**config.mk**
```make
export PLATFORM = sky130hd
export DESIGN_NAME = motor_link_frame_codec
export DESIGN_NICKNAME = d
export VERILOG_FILES = /design/src/sv/mlfc_pkg.sv /design/src/sv/mlfc_cfg.sv /design/src/sv/mlfc_rx.sv /design/src/sv/mlfc_tx.sv /design/src/sv/motor_link_frame_codec.sv
export SDC_FILE = /design/constraint.sdc
export NUM_CORES = 1
export LEC_CHECK = 0
export ABC_AREA = 1
export BUFFER_PORTS_ARGS = -buffer_cell sky130_fd_sc_hd__buf_2
export CAP_MARGIN = 5
export CORE_MARGIN = 2
export CORE_UTILIZATION = 49
export DETAILED_ROUTE_END_ITERATION = 7
export GPL_TIMING_DRIVEN = 0
export PLACE_DENSITY = 0.72
export SLEW_MARGIN = 20
export SYNTH_ARGS = -nofsm -noshare
export SYNTH_HDL_FRONTEND = slang
export SYNTH_SLANG_ARGS = --single-unit
```
**constraint.sdc**
```tcl
create_clock -name aclk -period 3.8 [get_ports aclk]
set_input_delay 0.57 -clock aclk [delete_from_list [all_inputs] [get_ports aclk]]
set_output_delay 0.57 -clock aclk [all_outputs]
set_load 0.05 [all_outputs]
```
**src/sv/mlfc_pkg.sv**
```systemverilog
// shared types, constants and the crc-8 byte update for the motor link frame codec
// no dependencies; imported by every module of the block
`default_nettype none

package mlfc_pkg;

    localparam int unsigned REPLY_LENGTH_DEF = 10;
    localparam int unsigned STORE_DEPTH      = 9;
    localparam int unsigned CNT_W            = 4;
    localparam int unsigned IDX_W            = 3;
    localparam int unsigned PADDR_W          = 3;

    localparam logic [7:0]       CRC_POLY   = 8'h07;
    localparam logic [IDX_W-1:0] FRAME_LAST = 3'd4;

    // register index decoded from paddr[2]
    localparam logic REG_REPORT_MODE = 1'b0;

    typedef enum logic [1:0] {
        REQ_CMD     = 2'd0,
        REQ_BYTE    = 2'd1,
        REQ_TIMEOUT = 2'd2
    } req_t;

    typedef enum logic [1:0] {
        KIND_TX      = 2'd0,
        KIND_OK      = 2'd1,
        KIND_CRC_ERR = 2'd2,
        KIND_LEN_ERR = 2'd3
    } kind_t;

    typedef struct packed {
        kind_t       kind;
        logic [7:0]  addr;
        logic [7:0]  mode;
        logic [7:0]  qty_lo;
        logic [7:0]  qty_hi;
        logic [7:0]  status;
        logic [15:0] current;
        logic [15:0] speed;
        logic [15:0] angle;
    } grp_t;

    function automatic logic [7:0] crc8_feed(input logic [7:0] crc, input logic [7:0] b);
        logic [7:0] c;
        c = crc ^ b;
        for (int k = 0; k < 8; k++) begin
            if (c[7]) begin
                c = {c[6:0], 1'b0} ^ CRC_POLY;
            end else begin
                c = {c[6:0], 1'b0};
            end
        end
        return c;
    endfunction

endpackage

`default_nettype wire

```
**src/sv/mlfc_cfg.sv**
```systemverilog
// apb-style configuration register holding the report mode code
// depends on mlfc_pkg
`default_nettype none

module mlfc_cfg (
    input  wire                           aclk,
    input  wire                           aresetn,
    input  wire                           psel,
    input  wire                           penable,
    input  wire                           pwrite,
    input  wire  [mlfc_pkg::PADDR_W-1:0]  paddr,
    input  wire  [31:0]                   pwdata,
    output logic [31:0]                   prdata,
    output logic                          pready,
    output logic [7:0]                    report_code
);
    import mlfc_pkg::*;

    logic [7:0] code_reg;
    logic [7:0] code_next;
    logic       wr_en;

    assign pready = 1'b1;
    assign wr_en  = psel && penable && pwrite && pready && (paddr[2] == REG_REPORT_MODE);

    always_comb begin
        code_next = code_reg;
        if (wr_en) begin
            code_next = pwdata[7:0];
        end
    end

    always_ff @(posedge aclk) begin
        if (!aresetn) begin
            code_reg <= 8'h00;
        end else begin
            code_reg <= code_next;
        end
    end

    assign prdata      = (paddr[2] == REG_REPORT_MODE) ? {24'h000000, code_reg} : 32'h0;
    assign report_code = code_reg;

endmodule

`default_nettype wire

```
**src/sv/mlfc_rx.sv**
```systemverilog
// request decode, reply capture and running crc check; builds up to one group per word
// depends on mlfc_pkg
`default_nettype none

module mlfc_rx #(
    parameter int unsigned REPLY_LENGTH = mlfc_pkg::REPLY_LENGTH_DEF
) (
    input  wire               aclk,
    input  wire               aresetn,
    input  wire               accept,
    input  wire  [1:0]        req_type,
    input  wire  [7:0]        dev_address,
    input  wire  [7:0]        drive_mode,
    input  wire  [15:0]       drive_level,
    input  wire  [7:0]        rx_byte,
    input  wire  [7:0]        report_code,
    output logic              grp_load,
    output mlfc_pkg::grp_t    grp
);
    import mlfc_pkg::*;

    localparam logic [CNT_W-1:0] LAST_CNT = CNT_W'(REPLY_LENGTH - 1);

    logic             pending_reg, pending_next;
    logic [CNT_W-1:0] rx_count_reg, rx_count_next;
    logic [7:0]       crc_reg, crc_next;
    logic [7:0]       bytes_reg  [STORE_DEPTH];
    logic [7:0]       bytes_next [STORE_DEPTH];
    logic [7:0]       crc_fed;
    logic             has_result;

    assign crc_fed = crc8_feed(crc_reg, rx_byte);

    always_comb begin
        pending_next  = pending_reg;
        rx_count_next = rx_count_reg;
        crc_next      = crc_reg;
        bytes_next    = bytes_reg;
        has_result    = 1'b0;
        grp           = '0;
        grp.kind      = KIND_TX;
        if (accept) begin
            unique case (req_t'(req_type))
                REQ_CMD: begin
                    has_result    = 1'b1;
                    grp.kind      = KIND_TX;
                    grp.addr      = dev_address;
                    grp.mode      = drive_mode;
                    grp.qty_lo    = drive_level[7:0];
                    grp.qty_hi    = drive_level[15:8];
                    rx_count_next = '0;
                    crc_next      = 8'h00;
                    for (int i = 0; i < STORE_DEPTH; i++) begin
                        bytes_next[i] = 8'h00;
                    end
                    pending_next  = (drive_mode == report_code);
                end
                REQ_BYTE: begin
                    if (pending_reg) begin
                        if (rx_count_reg < LAST_CNT) begin
                            for (int i = 0; i < STORE_DEPTH; i++) begin
                                if (rx_count_reg == CNT_W'(i)) begin
                                    bytes_next[i] = rx_byte;
                                end
                            end
                            crc_next      = crc_fed;
                            rx_count_next = rx_count_reg + CNT_W'(1);
                        end else begin
                            has_result    = 1'b1;
                            pending_next  = 1'b0;
                            rx_count_next = '0;
                            if (crc_reg == rx_byte) begin
                                grp.kind    = KIND_OK;
                                grp.status  = bytes_reg[1];
                                grp.current = {bytes_reg[4], bytes_reg[3]};
                                grp.speed   = {bytes_reg[6], bytes_reg[5]};
                                grp.angle   = {bytes_reg[8], bytes_reg[7]};
                            end else begin
                                grp.kind    = KIND_CRC_ERR;
                            end
                        end
                    end
                end
                REQ_TIMEOUT: begin
                    if (pending_reg) begin
                        has_result    = 1'b1;
                        grp.kind      = KIND_LEN_ERR;
                        pending_next  = 1'b0;
                        rx_count_next = '0;
                    end
                end
                default: begin
                end
            endcase
        end
    end

    assign grp_load = has_result;

    always_ff @(posedge aclk) begin
        if (!aresetn) begin
            pending_reg  <= 1'b0;
            rx_count_reg <= '0;
            crc_reg      <= 8'h00;
        end else begin
            pending_reg  <= pending_next;
            rx_count_reg <= rx_count_next;
            crc_reg      <= crc_next;
        end
    end

    always_ff @(posedge aclk) begin
        bytes_reg <= bytes_next;
    end

    a_idle_count_zero: assert property (@(posedge aclk) disable iff (!aresetn)
        !pending_reg |-> rx_count_reg == '0)
        else $error("byte count nonzero with no reply pending");

    a_count_bound: assert property (@(posedge aclk) disable iff (!aresetn)
        rx_count_reg <= LAST_CNT)
        else $error("byte count beyond reply length");

    a_cmd_clears: assert property (@(posedge aclk) disable iff (!aresetn)
        grp_load && grp.kind == KIND_TX |=> rx_count_reg == '0 && crc_reg == 8'h00)
        else $error("command did not restart reply capture");

endmodule

`default_nettype wire

```
**src/sv/mlfc_tx.sv**
```systemverilog
// result register and frame serializer; appends the crc-8 of the four frame bytes
// depends on mlfc_pkg
`default_nettype none

module mlfc_tx (
    input  wire                aclk,
    input  wire                aresetn,
    input  wire                grp_load,
    input  mlfc_pkg::grp_t     grp,
    output logic               load_ok,
    output logic               m_valid,
    input  wire                m_ready,
    output logic [1:0]         m_result_kind,
    output logic [7:0]         m_tx_byte,
    output logic               m_last_of_run,
    output logic [7:0]         m_motor_status,
    output logic signed [15:0] m_current_raw,
    output logic [15:0]        m_motor_speed,
    output logic [15:0]        m_angle_raw
);
    import mlfc_pkg::*;

    logic             valid_reg, valid_next;
    logic [IDX_W-1:0] idx_reg, idx_next;
    grp_t             grp_reg, grp_next;
    logic [7:0]       crc_reg, crc_next;
    logic [7:0]       sel_byte;
    logic             take;
    logic             at_last;

    assign take    = valid_reg && m_ready;
    assign at_last = (grp_reg.kind != KIND_TX) || (idx_reg == FRAME_LAST);
    assign load_ok = !valid_reg || (m_ready && at_last);

    always_comb begin
        unique case (idx_reg)
            3'd0:    sel_byte = grp_reg.addr;
            3'd1:    sel_byte = grp_reg.mode;
            3'd2:    sel_byte = grp_reg.qty_lo;
            3'd3:    sel_byte = grp_reg.qty_hi;
            default: sel_byte = crc_reg;
        endcase
    end

    always_comb begin
        valid_next = valid_reg;
        idx_next   = idx_reg;
        grp_next   = grp_reg;
        crc_next   = crc_reg;
        if (grp_load) begin
            valid_next = 1'b1;
            idx_next   = '0;
            grp_next   = grp;
            crc_next   = 8'h00;
        end else if (take) begin
            if (at_last) begin
                valid_next = 1'b0;
            end else begin
                idx_next = idx_reg + IDX_W'(1);
                crc_next = crc8_feed(crc_reg, sel_byte);
            end
        end
    end

    always_ff @(posedge aclk) begin
        if (!aresetn) begin
            valid_reg <= 1'b0;
            idx_reg   <= '0;
        end else begin
            valid_reg <= valid_next;
            idx_reg   <= idx_next;
        end
    end

    always_ff @(posedge aclk) begin
        grp_reg <= grp_next;
        crc_reg <= crc_next;
    end

    assign m_valid        = valid_reg;
    assign m_result_kind  = grp_reg.kind;
    assign m_tx_byte      = (grp_reg.kind == KIND_TX) ? sel_byte : 8'h00;
    assign m_last_of_run  = at_last;
    assign m_motor_status = grp_reg.status;
    assign m_current_raw  = $signed(grp_reg.current);
    assign m_motor_speed  = grp_reg.speed;
    assign m_angle_raw    = grp_reg.angle;

    a_idx_only_frames: assert property (@(posedge aclk) disable iff (!aresetn)
        valid_reg && idx_reg != '0 |-> grp_reg.kind == KIND_TX)
        else $error("word index advanced on a single-word result");

    a_report_fields_zero: assert property (@(posedge aclk) disable iff (!aresetn)
        valid_reg && grp_reg.kind != KIND_OK |-> grp_reg.status == 8'h00
            && grp_reg.current == 16'h0 && grp_reg.speed == 16'h0 && grp_reg.angle == 16'h0)
        else $error("report fields set outside a report");

    a_idx_steps: assert property (@(posedge aclk) disable iff (!aresetn)
        take && !at_last |=> valid_reg && idx_reg == $past(idx_reg) + IDX_W'(1))
        else $error("frame word index did not advance");

endmodule

`default_nettype wire

```
**src/sv/motor_link_frame_codec.sv**
```systemverilog
// motor link frame codec top level: command framing and report checking
// depends on mlfc_pkg, mlfc_cfg, mlfc_rx, mlfc_tx
//
// s_ channel takes one request word: a command, a received byte or a timeout.
// m_ channel gives result words: a command yields five transmit bytes (address,
// mode, quantity low, quantity high, crc-8), the last with m_last_of_run set.
// the final byte of a report reply yields one report or crc error word; a
// timeout during a reply yields one length error word; other requests yield none.
// the first result word appears in the cycle after its request is taken; a
// request is taken every cycle as long as results are taken. a command holds
// the result register until its five frame bytes have left, one byte per cycle
// while m_ready is high, and the next request is taken as its last byte is.
// when the receiver stalls, the result register holds and s_ready stays low
// while a word waits in it.
// reset clears the pending reply, byte count, running crc and the report
// mode code; the result register comes up empty.
`default_nettype none

module motor_link_frame_codec #(
    parameter int unsigned REPLY_LENGTH = mlfc_pkg::REPLY_LENGTH_DEF
) (
    input  wire                           aclk,
    input  wire                           aresetn,
    input  wire                           psel,
    input  wire                           penable,
    input  wire                           pwrite,
    input  wire  [mlfc_pkg::PADDR_W-1:0]  paddr,
    input  wire  [31:0]                   pwdata,
    output logic [31:0]                   prdata,
    output logic                          pready,
    input  wire                           s_valid,
    output logic                          s_ready,
    input  wire  [1:0]                    s_req_type,
    input  wire  [7:0]                    s_dev_address,
    input  wire  [7:0]                    s_drive_mode,
    input  wire  [15:0]                   s_drive_level,
    input  wire  [7:0]                    s_rx_byte,
    output logic                          m_valid,
    input  wire                           m_ready,
    output logic [1:0]                    m_result_kind,
    output logic [7:0]                    m_tx_byte,
    output logic                          m_last_of_run,
    output logic [7:0]                    m_motor_status,
    output logic signed [15:0]            m_current_raw,
    output logic [15:0]                   m_motor_speed,
    output logic [15:0]                   m_angle_raw
);
    import mlfc_pkg::*;

    logic [7:0] report_code;
    logic       accept;
    logic       grp_load;
    grp_t       grp;
    logic       load_ok;

    assign s_ready = load_ok;
    assign accept  = s_valid && s_ready;

    mlfc_cfg u_cfg (
        .aclk        (aclk),
        .aresetn     (aresetn),
        .psel        (psel),
        .penable     (penable),
        .pwrite      (pwrite),
        .paddr       (paddr),
        .pwdata      (pwdata),
        .prdata      (prdata),
        .pready      (pready),
        .report_code (report_code)
    );

    mlfc_rx #(
        .REPLY_LENGTH (REPLY_LENGTH)
    ) u_rx (
        .aclk        (aclk),
        .aresetn     (aresetn),
        .accept      (accept),
        .req_type    (s_req_type),
        .dev_address (s_dev_address),
        .drive_mode  (s_drive_mode),
        .drive_level (s_drive_level),
        .rx_byte     (s_rx_byte),
        .report_code (report_code),
        .grp_load    (grp_load),
        .grp         (grp)
    );

    mlfc_tx u_tx (
        .aclk           (aclk),
        .aresetn        (aresetn),
        .grp_load       (grp_load),
        .grp            (grp),
        .load_ok        (load_ok),
        .m_valid        (m_valid),
        .m_ready        (m_ready),
        .m_result_kind  (m_result_kind),
        .m_tx_byte      (m_tx_byte),
        .m_last_of_run  (m_last_of_run),
        .m_motor_status (m_motor_status),
        .m_current_raw  (m_current_raw),
        .m_motor_speed  (m_motor_speed),
        .m_angle_raw    (m_angle_raw)
    );

endmodule

`default_nettype wire

```
==> results of run 1 <==
## logic make-up (layout without fill, tap and decap cells)
family,after synthesis,count (layout),share of synthesized area
compound gates,78,78,0.0493
other cells,2,25,0.000870
simple gates,338,338,0.169
xor+xnor,19,19,0.0193
buf+inv,254,420,0.152
flops,179,179,0.584
fa+ha+maj,17,17,0.0246
## tightest hold or removal path, delay by kind of cell
kind,cells,cell delay (ns)
AO/OA/AOI/OAI,2,0.17
buffers and inverters,1,0.07
## layout make-up
type	count	area, sq um	area share
Clock inverter	14	184	0.0178
Timing Repair Buffer	134	693	0.0672
Clock buffer	18	429	0.0416
Inverter	152	576	0.0558
Tap cell	225	282	0.0273
Buffer	102	743	0.0721
Sequential cell	179	5040	0.489
Multi-Input combinational cell	477	2360	0.229
## placed cells by master (no fill, tap or decap), types with 3 or more instances in the layout
| cell | n |
|---|---|
| a21oi_1 | 40 |
| a31oi_1 | 7 |
| buf_2 | 135 |
| buf_4 | 83 |
| buf_6 | 6 |
| clkbuf_1 | 11 |
| clkbuf_16 | 17 |
| clkinv_8 | 4 |
| conb_1 | 25 |
| dfxtp_1 | 33 |
| edfxtp_1 | 146 |
| ha_1 | 17 |
| inv_1 | 140 |
| inv_2 | 9 |
| inv_6 | 7 |
| nand2_1 | 136 |
| nand2_2 | 15 |
| nand2_4 | 3 |
| nand3_1 | 31 |
| nand3_2 | 6 |
| nor2_1 | 127 |
| nor2_2 | 9 |
| o21ai_0 | 18 |
| o22ai_1 | 5 |
| or2_2 | 4 |
| xnor2_1 | 13 |
| xor2_1 | 6 |
## metal layers
metal	wire length, um	global-route usage	vias to the layer above
met4	229	0.0637	0
li1	-	-	3056
met3	991	0.0430	22
met1	7200	0.234	2625
met5	0	0	-
met2	7480	0.281	194
## worst paths after layout
kind | startpoint | to | slack (ns) | cells past startpoint
setup / recovery | u_tx.idx_reg[2]$_SDFFE_PP0P_ | m_tx_byte[0] | 0.64 | 11
hold / removal | pwdata[4] | u_cfg.report_code[4]$_SDFFE_PN0P_ | 0.40 | 3
setup reg to reg | u_tx.idx_reg[0]$_SDFFE_PP0P_ | u_tx.grp_reg[64]$_SDFFCE_PN0P_ | 1.11 | 11
hold reg to reg | u_rx.crc_reg[5]$_SDFFE_PN0P_ | u_rx.crc_reg[5]$_SDFFE_PN0P_ | 0.48 | 2
## through the flow
stage	worst slack, ns	hold WS, ns	area [sq um]
2_1_floorplan	0.405	0.453	8720
3_3_place_gp	0.288	0.460	9670
3_5_place_dp	1.08	0.471	9700
4_1_cts	0.615	0.395	10300
5_1_grt	0.511	0.415	10300
6_report	0.636	0.402	10300
## power by group through the flow
stage / registers, uW / clock network, uW / logic [uW]
CTS: 2190 / 1800 / 504
detailed placement: 2230 / 0 / 501
floorplan: 2220 / 0 / 391
finish: 2190 / 1770 / 504
global route: 2190 / 1880 / 553
global placement: 2230 / 0 / 492
==> run summary, run 1 <==
Buffers on Ports: 133
Comb power frac: 0.113
Netlist Area Pre-Place: 8630 sq um
Die area: 18700 sq um
Number of buffers created by CTS: 17
Min-delay worst type: input pin to register
Count of cell types in the netlist: 36
Synth Flop Type: edfxtp_1
Static leakage: 0.00472 uW
Slew margin rel.: 0.489
Commonest cells in the netlist: edfxtp_1 (146), inv_1 (140), nand2_1 (136)
Initial antenna violation count: 0
Vias/cell: 4.53
CP max-delay cell: dfxtp_1
Antenna Cells: 0
Power per cell area: 432 nW/um^2
Final cell count without fillers: 1301
Crit path max fanout: 10
Worst Max-Slew Pin Slew: 0.764 ns
Post-CTS Setup Bufs: 0
Worst EP required: 3.23 ns
Top-count cell post-synth: edfxtp_1
Post-route DRC: 0
GRT Overall Usage: 0.176
Vias: 5897
Initial standard-cell utilization of the core: 0.501
CTS H-tree lvls: 4
Resize count post-CTS: 0
Clock Skew: 0.0146 ns
Sequential fraction of the synthesis area: 0.584
Setup TNS: 0 ns
Crit Path Class: register to primary output
Crit-path cells: inv_2 -> buf_6 -> ha_1 -> clkbuf_2 -> nor2_2 -> nand2_4 -> buf_6 -> nand2_1 -> nand2_1 -> a21oi_1 -> buf_2
Overflow after GRT: 0
Peak supply drop: 0.332 mV
Biggest area consumer among synthesized cells: edfxtp_1
CTS Hold Bufs: 0
FFs w/ async S/R, synth: 0
FF+latch count, synth: 179
Cell family with most CP delay: buffers and inverters
YS warnings: 0
Mean area per synthesized cell: 9.73 sq um
Area grow syn2layout: 19.4%
Ports: 186
CTS root buffer: clkbuf_16
RSZ-0062 raised after global routing: no
Crit path buf inv count: 5
CTS tree: built
NetSw: 1180 uW
Remaining antenna violation count after routing: 0
Worst setup EP type: primary output
Fin crit share: 0.833
Final Critical Period: 3.16 ns
Die width: 137 um
Clock Path Buffers: 2
Clock Sinks: 179
Synth top area share: 0.508
Clk slew on worst S/H paths: 0.07 ns
Max stage delay on crit path: 0.45 ns
Fin util: 0.598
Largest register FFs: 56
Starting DRT DRC Count: 342
Power Total: 4450 uW
Routability cong.: 0.839
Hold Fails Final Rpt: 0
Largest net degree at the start of global routing: 56
Detailed Place HPWL: 11.6 mm
Routed WL per cell: 12.2 um
CP Data Arrival Time: 2.59 ns
First-pass GRT wire length: 24.9 mm
Sequential share of power: 0.491
Core box area: 17200 sq um
Nets: 1164
Skew-Pair Late Insertion Delay: 0.44 ns
Fmax: 316 MHz
Number of synthesized flops with an enable pin: 146
Gate Count Post-Synth: 887
Max-cap violations: 0
Status: finished clean
Ratio of cells with drive above 1 in the final layout: 0.286
Switching Share: 0.265
Placed insts: 1269
Number of global-route vias before repair: 5177
Int Power: 3270 uW
Row cnt: 48
Final setup violation count: 0
Clock power share: 0.396
Routed WL: 15.9 mm
Die H: 137 um
# fillers: 1436
Total iterations of the first detailed-routing run: 5
Synth area leaders: edfxtp_1 (51%), dfxtp_1 (7.7%), buf_4 (7.2%)
Worst setup SP type: register
Max Transition Viols Final: 0
Note: power is estimated with default switching activity, not from simulation.
==> inputs of run 2 (changes only) <==
--- a/config.mk
+++ b/config.mk
@@ -12,7 +12,7 @@
 export CORE_UTILIZATION = 49
 export DETAILED_ROUTE_END_ITERATION = 7
 export GPL_TIMING_DRIVEN = 0
-export PLACE_DENSITY = 0.72
+export PLACE_DENSITY = 0.75
 export SLEW_MARGIN = 20
 export SYNTH_ARGS = -nofsm -noshare
 export SYNTH_HDL_FRONTEND = slang
==> constraint.sdc (replaced) <==
create_clock -name aclk -period 2.9 [get_ports aclk]
set_input_delay 0.435 -clock aclk [delete_from_list [all_inputs] [get_ports aclk]]
set_output_delay 0.435 -clock aclk [all_outputs]
set_load 0.05 [all_outputs]
==> run 2 against run 1 <==
Compared with the run above: utilization down 0.12 points; clock skew down 0.0037 ns; cell count down 0.15%; critical path depth down 1; count of clock-buffer cells in the layout unchanged; total power up 30%; via count down 0.92%; flip-flop and latch count unchanged; worst setup slack worse by 0.50 ns; register-to-register slack worse by 0.91 ns; die area unchanged; routed wire length up 0.48%.
==> run summary, run 2 (same netlist as run 1, synthesis figures left out) <==
Status: finished clean (unchanged)
Clock Sinks: 179 (unchanged)
Crit-path cells: inv_2 -> buf_6 -> ha_2 -> nor2_2 -> nand2_4 -> buf_6 -> nand2_1 -> nand2_1 -> a21oi_1 -> buf_4 (was inv_2 -> buf_6 -> ha_1 -> clkbuf_2 -> nor2_2 -> nand2_4 -> buf_6 -> nand2_1 -> nand2_1 -> a21oi_1 -> buf_2)
Worst EP required: 2.47 ns (was 3.23 ns)
Die H: 137 um (unchanged)
Setup TNS: 0 ns (unchanged)
Total iterations of the first detailed-routing run: 5 (unchanged)
Core box area: 17200 sq um (unchanged)
Peak supply drop: 0.427 mV (was 0.332 mV)
CTS H-tree lvls: 4 (unchanged)
Vias/cell: 4.50 (was 4.53)
Routed WL: 16.0 mm (was 15.9 mm)
Antenna Cells: 0 (unchanged)
Hold_ws: 0.281 ns (was 0.402 ns)
R2R depth: 10 (was 11)
Final setup violation count: 0 (unchanged)
Post-route DRC: 0 (unchanged)
CP max-delay cell: dfxtp_2 (was dfxtp_1)
Cell family with most CP delay: buffers and inverters (unchanged)
Hold Fails Final Rpt: 0 (unchanged)
Max Transition Viols Final: 0 (unchanged)
GRT met1 Usage: 0.215 (was 0.234)
GRT Overall Usage: 0.176 (about the same)
Fin crit share: 0.953
Initial standard-cell utilization of the core: 0.501 (unchanged)
Ports: 186 (unchanged)
Commonest non-fill, non-tap cell in the layout: edfxtp_1 (unchanged)
Reg2reg setup slack: 0.20 ns (was 1.11 ns)
Power Total: 5780 uW (was 4450 uW)
Clock Skew: 0.0109 ns (was 0.0146 ns)
Most frequent cells in the layout: edfxtp_1 (146), inv_1 (140), nand2_1 (136), buf_2 (132), nor2_1 (127) (was edfxtp_1 (146), inv_1 (140), nand2_1 (136), buf_2 (135), nor2_1 (127))
Area grow syn2layout: 19.2% (was 19.4%)
Final Critical Period: 2.76 ns
Remaining antenna violation count after routing: 0 (unchanged)
Slew margin rel.: 0.458 (was 0.489)
CP Data Arrival Time: 2.33 ns (was 2.59 ns)
Routability cong.: 0.838 (was 0.839)
Detailed Place HPWL: 11.9 mm (was 11.6 mm)
Skew-Pair Late Insertion Delay: 0.43 ns (was 0.44 ns)
Max-cap violations: 0 (unchanged)
Max stage delay on crit path: 0.43 ns (was 0.45 ns)
Busiest grt layer: met2 (unchanged)
Min-delay worst type: input pin to register (unchanged)
CTS root buffer: clkbuf_16 (unchanged)
Post-CTS Setup Bufs: 0 (unchanged)
Overflow after GRT: 0 (unchanged)
Crit path buf inv count: 4 (was 5)
Largest net degree at the start of global routing: 98 (was 56)
Nets: 1162 (was 1164)
Die area: 18700 sq um (unchanged)
Ratio of cells with drive above 1 in the final layout: 0.286 (about the same)
Worst setup SP type: register (unchanged)
Clock Path Buffers: 2 (unchanged)
Row cnt: 48 (unchanged)
Reg2reg end: u_tx.m_current_raw[4]$_SDFFCE_PP0P_ (was u_tx.grp_reg[64]$_SDFFCE_PN0P_)
Hold path startpoint: pwdata[3] (was pwdata[4])
Worst hold path depth: 3 (unchanged)
Largest register FFs: 56 (unchanged)
Power per cell area: 562 nW/um^2 (was 432 nW/um^2)
Worst Max-Slew Pin Slew: 0.810 ns (was 0.764 ns)
RSZ-0062 raised after global routing: no (unchanged)
Buffers on Ports: 133 (unchanged)
Die width: 137 um (unchanged)
Crit path max fanout: 10 (unchanged)
Worst setup EP type: primary output (unchanged)
Initial antenna violation count: 0 (unchanged)
Number of buffers created by CTS: 17 (unchanged)
Static leakage: 0.00471 uW (was 0.00472 uW)
R2r startpoint: u_tx.idx_reg[0]$_SDFFE_PP0P_ (unchanged)
M3 GR Usage: 0.0426 (was 0.0430)
CTS tree: built (unchanged)
Fmax: 362 MHz
Vias: 5843 (was 5897)
Clk slew on worst S/H paths: 0.07 ns (about the same)
Number of global-route vias before repair: 5231 (was 5177)
Crit Path Class: register to primary output (unchanged)
Routed WL per cell: 12.3 um (was 12.2 um)
First-pass GRT wire length: 24.9 mm (unchanged)
Min-Delay Endpoint: u_cfg.report_code[3]$_SDFFE_PN0P_ (was u_cfg.report_code[4]$_SDFFE_PN0P_)
Starting DRT DRC Count: 333 (was 342)
Global Route met2 Usage: 0.302 (was 0.281)
-- run 2: layout make-up --
type                       count  area (sq um)
fill                        1418          6950
multi-input combinational    477          2370
buffer                       101           738
timing repair buffer         133           673
inverter                     152           584
sequential                   179          5050
tap                          225           282
clock inverter                14           165
clock buffer                  18           429
-- run 2: per-stage QoR --
stage          worst slack [ns]  utilization  instance area (sq um)  std cells
3_5_place_dp              0.164        0.561                   9670       1268
5_1_grt                  0.0248        0.597                  10300       1299
4_1_cts                0.000693        0.596                  10300       1300
3_3_place_gp              0.182        0.561                   9670       1268
2_1_floorplan            0.0332            -                   8720        910
6_report                  0.136        0.597                  10300       1299
-- run 2: worst max-delay path by stage --
stage | slack, ns | startpoint | depth (start not counted) | endpoint
final | 0.14 | u_tx.idx_reg[2]$_SDFFE_PP0P_ | 10 | m_tx_byte[0]
after global routing | 0.02 | u_tx.idx_reg[2]$_SDFFE_PP0P_ | 10 | m_tx_byte[0]
after CTS | 0.0007 | u_tx.idx_reg[2]$_SDFFE_PP0P_ | 11 | m_tx_byte[0]
after detailed placement | 0.16 | u_tx.idx_reg[0]$_SDFFE_PP0P_ | 10 | u_tx.m_motor_speed[6]$_SDFFCE_PP0P_
after global placement | 0.18 | u_tx.idx_reg[0]$_SDFFE_PP0P_ | 10 | u_tx.m_motor_speed[12]$_SDFFCE_PP0P_
after floorplan | 0.03 | u_tx.idx_reg[0]$_SDFFE_PP0P_ | 10 | u_tx.grp_reg[56]$_SDFFCE_PN0P_
-- run 2: tightest hold or removal path, stage by stage --
cell and delay [ns]:
buf_2 0.07, o21ai_0 0.07, a21oi_1 0.10
-- run 2: power breakdown --
group / switching (uW) / total, uW / internal, uW
logic: 449 / 659 / 210
registers: 29.1 / 2860 / 2840
clock network: 1030 / 2260 / 1230
total: 1510 / 5780 / 4270
-- run 2: repair_timing --
action	in CTS	in global routing
endpoints found under the setup margin	8	100
hold buffers	0	0
hold endpoints to repair	0	0
resized for setup	3	6
-- run 2: layer usage --
layer	wire length, um	vias to the layer above
met2	7930	168
met3	923	16
met5	0	-
li1	-	3062
met4	261	0
met1	6870	2597
